<file path="src/sv/ptgs_pkg.sv">
`timescale 1ns / 1ps
// ----------------------------------------------------------------------------
// ptgs_pkg
// Shared types and constants for the principal-to-global stress block.
// ----------------------------------------------------------------------------
package ptgs_pkg;

  localparam int NTERM   = 6;
  localparam int ADJ_W   = 33;
  localparam int PROD_W  = 49;
  localparam int SPLIT   = 24;
  localparam int PART_W  = 57;
  localparam int DET_W   = 50;
  localparam int NUM_W   = 83;
  localparam int NMAG_W  = 82;
  localparam int DMAG_W  = 48;
  localparam int QBITS   = 34;
  localparam int QR_W    = QBITS + 1;

  localparam int TERM_I [NTERM] = '{0, 1, 2, 0, 1, 0};
  localparam int TERM_J [NTERM] = '{0, 1, 2, 1, 2, 2};

  typedef struct packed {
    logic signed [15:0] dir_r0c0;
    logic signed [15:0] dir_r0c1;
    logic signed [15:0] dir_r0c2;
    logic signed [15:0] dir_r1c0;
    logic signed [15:0] dir_r1c1;
    logic signed [15:0] dir_r1c2;
    logic signed [15:0] dir_r2c0;
    logic signed [15:0] dir_r2c1;
    logic signed [15:0] dir_r2c2;
    logic signed [31:0] principal_one;
    logic signed [31:0] principal_two;
    logic signed [31:0] principal_three;
  } ptgs_in_t;

  typedef struct packed {
    logic signed [31:0] stress_xx;
    logic signed [31:0] stress_yy;
    logic signed [31:0] stress_zz;
    logic signed [31:0] stress_xy;
    logic signed [31:0] stress_yz;
    logic signed [31:0] stress_xz;
    logic               singular;
    logic               clipped;
  } ptgs_out_t;

  typedef struct packed {
    logic [NTERM-1:0][NMAG_W-1:0] num;
    logic [DMAG_W-1:0]            den;
    logic [NTERM-1:0]             neg;
    logic                         singular;
  } job_t;

endpackage

</file>
<file path="src/sv/ptgs_back.sv">
`timescale 1ns / 1ps
// ----------------------------------------------------------------------------
// ptgs_back
// Six radix-2 divider lanes sharing one shifted divisor; rounds, saturates
// and registers the result.
// ----------------------------------------------------------------------------
module ptgs_back (
  input  logic                clk,
  input  logic                rst,
  input  logic                job_valid,
  input  ptgs_pkg::job_t      job,
  output logic                pop,
  output logic                done,
  output ptgs_pkg::ptgs_out_t result
);
  import ptgs_pkg::*;

  localparam int CNT_W = $clog2(QBITS);

  typedef enum logic [2:0] {
    ST_IDLE = 3'b001,
    ST_RUN  = 3'b010,
    ST_FIN  = 3'b100
  } state_t;

  state_t             state;
  state_t             state_next;
  logic [CNT_W-1:0]   cnt;
  logic [NMAG_W-1:0]  rem [NTERM];
  logic [QBITS-1:0]   quo [NTERM];
  logic [NMAG_W-1:0]  dsh;
  logic [DMAG_W-1:0]  den;
  logic [NTERM-1:0]   neg;
  logic [NTERM-1:0]   over;
  logic               sing;
  logic               can_load;
  logic [QR_W-1:0]    qr [NTERM];
  logic [QR_W-1:0]    lim [NTERM];
  logic [QR_W-1:0]    mag [NTERM];
  logic [NTERM-1:0]   sat;
  logic [31:0]        val [NTERM];

  assign can_load = (state == ST_IDLE) || (state == ST_FIN);
  assign pop      = can_load && job_valid;

  always_comb begin
    state_next = state;
    unique case (state)
      ST_IDLE: if (job_valid) state_next = ST_RUN;
      ST_RUN:  if (cnt == '0) state_next = ST_FIN;
      ST_FIN:  state_next = job_valid ? ST_RUN : ST_IDLE;
      default: state_next = ST_IDLE;
    endcase
  end

  always_ff @(posedge clk) begin
    if (rst) begin
      state <= ST_IDLE;
      cnt   <= '0;
      done  <= 1'b0;
    end else begin
      state <= state_next;
      done  <= (state == ST_FIN);
      if (pop) begin
        cnt <= CNT_W'(QBITS - 1);
      end else if (state == ST_RUN) begin
        cnt <= cnt - 1'b1;
      end
    end
  end

  always_ff @(posedge clk) begin
    if (pop) begin
      dsh  <= NMAG_W'(job.den) << (QBITS - 1);
      den  <= job.den;
      neg  <= job.neg;
      sing <= job.singular;
      for (int t = 0; t < NTERM; t++) begin
        rem[t]  <= job.num[t];
        quo[t]  <= '0;
        over[t] <= (job.num[t][NMAG_W-1:QBITS] >= (NMAG_W - QBITS)'(job.den));
      end
    end else if (state == ST_RUN) begin
      dsh <= dsh >> 1;
      for (int t = 0; t < NTERM; t++) begin
        if (rem[t] >= dsh) begin
          rem[t] <= rem[t] - dsh;
          quo[t] <= {quo[t][QBITS-2:0], 1'b1};
        end else begin
          quo[t] <= {quo[t][QBITS-2:0], 1'b0};
        end
      end
    end
  end

  always_comb begin
    for (int t = 0; t < NTERM; t++) begin
      qr[t]  = QR_W'(quo[t])
             + QR_W'(((NMAG_W + 1)'(rem[t]) << 1) >= (NMAG_W + 1)'(den));
      lim[t] = neg[t] ? QR_W'(64'h8000_0000) : QR_W'(64'h7FFF_FFFF);
      sat[t] = over[t] || (qr[t] > lim[t]);
      mag[t] = sat[t] ? lim[t] : qr[t];
      val[t] = neg[t] ? (~mag[t][31:0] + 32'd1) : mag[t][31:0];
    end
  end

  always_ff @(posedge clk) begin
    if (state == ST_FIN) begin
      result.stress_xx <= sing ? '0 : val[0];
      result.stress_yy <= sing ? '0 : val[1];
      result.stress_zz <= sing ? '0 : val[2];
      result.stress_xy <= sing ? '0 : val[3];
      result.stress_yz <= sing ? '0 : val[4];
      result.stress_xz <= sing ? '0 : val[5];
      result.singular  <= sing;
      result.clipped   <= !sing && (sat != '0);
    end
  end

endmodule

</file>
<file path="config.mk">
export PLATFORM = sky130hd
export DESIGN_NAME = ptgs_back
export DESIGN_NICKNAME = d
export VERILOG_FILES = /design/src/sv/ptgs_pkg.sv /design/src/sv/ptgs_back.sv
export SDC_FILE = /design/constraint.sdc
export NUM_CORES = 2
export LEC_CHECK = 0
export BUFFER_PORTS_ARGS = -buffer_cell sky130_fd_sc_hd__buf_2
export CAP_MARGIN = 5
export CORE_MARGIN = 1
export CORE_UTILIZATION = 45
export CTS_BUF_LIST = sky130_fd_sc_hd__clkbuf_8
export CTS_CLUSTER_SIZE = 25
export DETAILED_ROUTE_END_ITERATION = 16
export HOLD_SLACK_MARGIN = 0.12
export PLACE_DENSITY_LB_ADDON = 0.2
export SLEW_MARGIN = 20
export SYNTH_ARGS = -nofsm -noshare
export SYNTH_HDL_FRONTEND = slang
export SYNTH_SLANG_ARGS = --single-unit
</file>
<file path="constraint.sdc">
create_clock -name clk -period 15.8 [get_ports clk]
set_clock_uncertainty 0.05 [all_clocks]
set_input_delay 3.16 -clock clk [delete_from_list [all_inputs] [get_ports clk]]
set_output_delay 3.16 -clock clk [all_outputs]
set_load 0.01 [all_outputs]
</file>
==> impl_metrics.py <==
metrics = {
    "drt": {
        "initialDrtViolationCount": 11900,
        "first_pass_iters": 9,
        "wl_um": 462000,
        "final_antenna_net_count": 0,
        "num_vias": 96900,
        "drc": 0,
        "via_per_inst": 6.50,
        "wl_per_cell_um": 30.9,
    },
    "yosys": {
        "synth_top_area_frac": 0.310,
        "synth_cells": 11300,
        "yosysWarnings": 0,
        "ys_async_sr_fraction": 0,
        "synth_area_leaders": "edfxtp_1 (31%), ha_1 (16%), a21oi_1 (5.3%)",
        "yosysMostFrequentCell": "ha_1",
        "synth_compound_area_frac": 0.222,
        "synth_top_area_cell": "edfxtp_1",
        "synth.yosys.seq_area_share": 0.318,
        "yosys_register_bits": 1042,
        "synth-xor-area-share": 0.0593,
        "synth_fp_nets": 13100,
        "synth_area_um2": 96900,
        "synthAdderAreaFrac": 0.165,
        "synthTopCellsByCount": "ha_1 (1268), nand2_1 (1193), a21oi_1 (1027)",
        "synth_top_family_by_area": "compound AO/OA/AOI/OAI gates",
        "synth_mux_area_frac": 0.00635,
        "syn_avg_cell_area_um2": 8.58,
        "synth_cell_type_count": 95,
        "synth-edff-count": 999,
        "synthSimpleGateAreaFrac": 0.188,
        "synth_flop_cell": "edfxtp_1",
    },
    "clock_tree": {
        "cts_setup_buffers": 0,
        "cts_sinks": 1042,
        "clock_path_buffers": 3,
        "numCtsBuffers": 200,
        "cts_tree": "yes",
        "clk_latency_ns": 1.04,
        "cts_hold_buf": 0,
        "htreeDepth": 4,
        "cts_root_buf": "clkbuf_8",
        "clkTransAtPathRegs_ns": 0.06,
        "ctsResizeCount": 0,
    },
    "setup_path": {
        "cpPeakStageDelay_ns": 0.86,
        "crit_arrival_ns": 12.17,
        "path_class": "reg2reg",
        "rr_worst_depth": 42,
        "path_common_cell": "o21a_1",
        "startpoint_type": "register",
        "worst_setup_path_end_kind": "register",
        "critical_path.max_fanout": 15,
        "crit_required_ns": 16.54,
        "slowest_stage": "o21ai_1",
    },
    "global_route": {
        "grt_pass1_vias": 90400,
        "grt_max_degree": 174,
        "grtUsageTotal": 0.411,
        "grt_overflow": 0,
        "antenna_found_initial": 100,
        "grt_pass1_wl_um": 643000,
    },
    "floorplan": {
        "fp.dieH_um": 466,
        "dieWidth_um": 466,
        "std_cell_rows": 169,
        "ios": 746,
        "core_area_um2": 213000,
        "start_util": 0.455,
        "die-area_um2": 217000,
    },
    "power": {
        "ir_drop_mv": 0.0945,
        "p_total_uw": 10100,
        "p_leak_uw": 0.0470,
        "powerDensity_nw_per_um2": 93.6,
    },
    "layout": {
        "design_area_um2": 108000,
        "area_delta_synth_final_pct": 11.5,
        "drive_above_1_share": 0.109,
        "nets": 13700,
    },
    "job": {
        "maxCapViolCount": 0,
    },
    "timing": {
        "rsz0062_at_grt": "no",
        "period_minus_slack_ns": 11.44,
        "final_max_slew_viol_count": 0,
        "fmax_ghz": 0.0875,
        "tns_ns": 0,
        "setup_viol": 0,
        "worst_slew_pin_slew_ns": 1.22,
        "slew_headroom": 0.179,
        "hold_viol": 0,
        "setup_ws_ns": 4.36,
        "fin_crit_sh": 0.724,
    },
    "placed_design": {
        "io_buffer_count": 745,
        "dp_hpwl_um": 372000,
        "dp_slack_ns": 4.78,
        "gp_congestion": 1.10,
        "placed_cell_area_um2": 104000,
    },
    "worst_hold_path": {
        "min_path_type": "reg2reg",
        "hold_depth": 2,
    },
    "run_status": {
        "status": "complete, no violations",
    },
}
==> power by group <==
part           total (µW)  switching (µW)  internal, µW
clock                3000            1390          1600
sequential           3470             196          3280
combinational        3630            2390          1250
==> placed cells by master, fill, tap and decap left out, types with 147 or more instances in the layout <==
cell type  synthesis  final
clkbuf_8           0    212
a21oi_1         1027   1025
inv_1            504    540
nand3_1          300    300
nand2_1         1193   1184
nor3_1           224    219
o21ai_0         1012   1007
nor2b_1          153    153
and3_1           287    287
xor2_1           299    299
nor2_1           649    647
a21o_1           565    565
buf_2              3    746
buf_4              1    147
ha_1            1268   1268
edfxtp_1         999    999
nand4_1          398    398
xnor2_1          357    357
==> cell type report <==
cell class | instances | area, µm²
antenna | 67 | 168
clock buffer | 212 | 2920
clock inverter | 157 | 1350
inverter | 505 | 1900
sequential | 1042 | 30900
tap | 2821 | 3530
fill | 20300 | 105000
timing repair buffer | 897 | 4920
multi-input combinational | 9219 | 62400
==> sequential cells by signal (all words and copies together), names as in the netlist <==
register	flops
cnt	6
den	48
done	1
dsh	81
neg	6
over	6
quo	204
rem	492
result	194
sing	1
state	3
==> kinds of logic (layout without fill, tap and decap cells) <==
group / after synthesis / after routing
multiplexers: 59 / 59
buffers and inverters: 1034 / 1771
flip-flops: 1042 / 1042
AO/OA/AOI/OAI: 3513 / 3513
other: 0 / 67
adder cells (fa/ha/maj): 1274 / 1274
XOR/XNOR: 656 / 656
AND/OR/NAND/NOR: 3717 / 3717
==> stage by stage <==
| step | std cells | util | hold WS (ns) |
|---|---|---|---|
| floorplan | 11300 | - | 0.374 |
| global placement | 14500 | 0.486 | 0.402 |
| detailed placement | 14500 | 0.486 | 0.415 |
| CTS | 14900 | 0.506 | 0.409 |
| global route | 14900 | 0.507 | 0.444 |
| finish | 14900 | 0.507 | 0.417 |
==> worst max-delay path: cells and delay by family, from the launching register on <==
family	cells	cell delay, ns
XOR/XNOR	1	0.38
flip-flops	1	0.33
AND/OR/NAND/NOR	18	4.25
buffers and inverters	2	0.25
adder cells (fa/ha/maj)	5	1.54
AO/OA/AOI/OAI	16	4.36
==> metal layers <==
metal	up-vias	GRT usage	share of wire
li1	43500	-	-
met1	46800	0.525	0.40
met2	5453	0.627	0.43
met3	1182	0.0818	0.096
met4	28	0.278	0.079
met5	-	0	0.00040
==> final timing paths <==
path              slack [ns]                 from                         to
setup reg to reg        4.36     den[1]$_DFFE_PP_  result[128]$_SDFFCE_PP0P_
hold / removal          0.42  dsh[7]$_SDFFE_PP0N_        dsh[6]$_SDFFE_PP0N_
setup / recovery        4.36     den[1]$_DFFE_PP_  result[128]$_SDFFCE_PP0P_
hold reg to reg         0.42  dsh[7]$_SDFFE_PP0N_        dsh[6]$_SDFFE_PP0N_
Power figures use the tool's default switching activity.
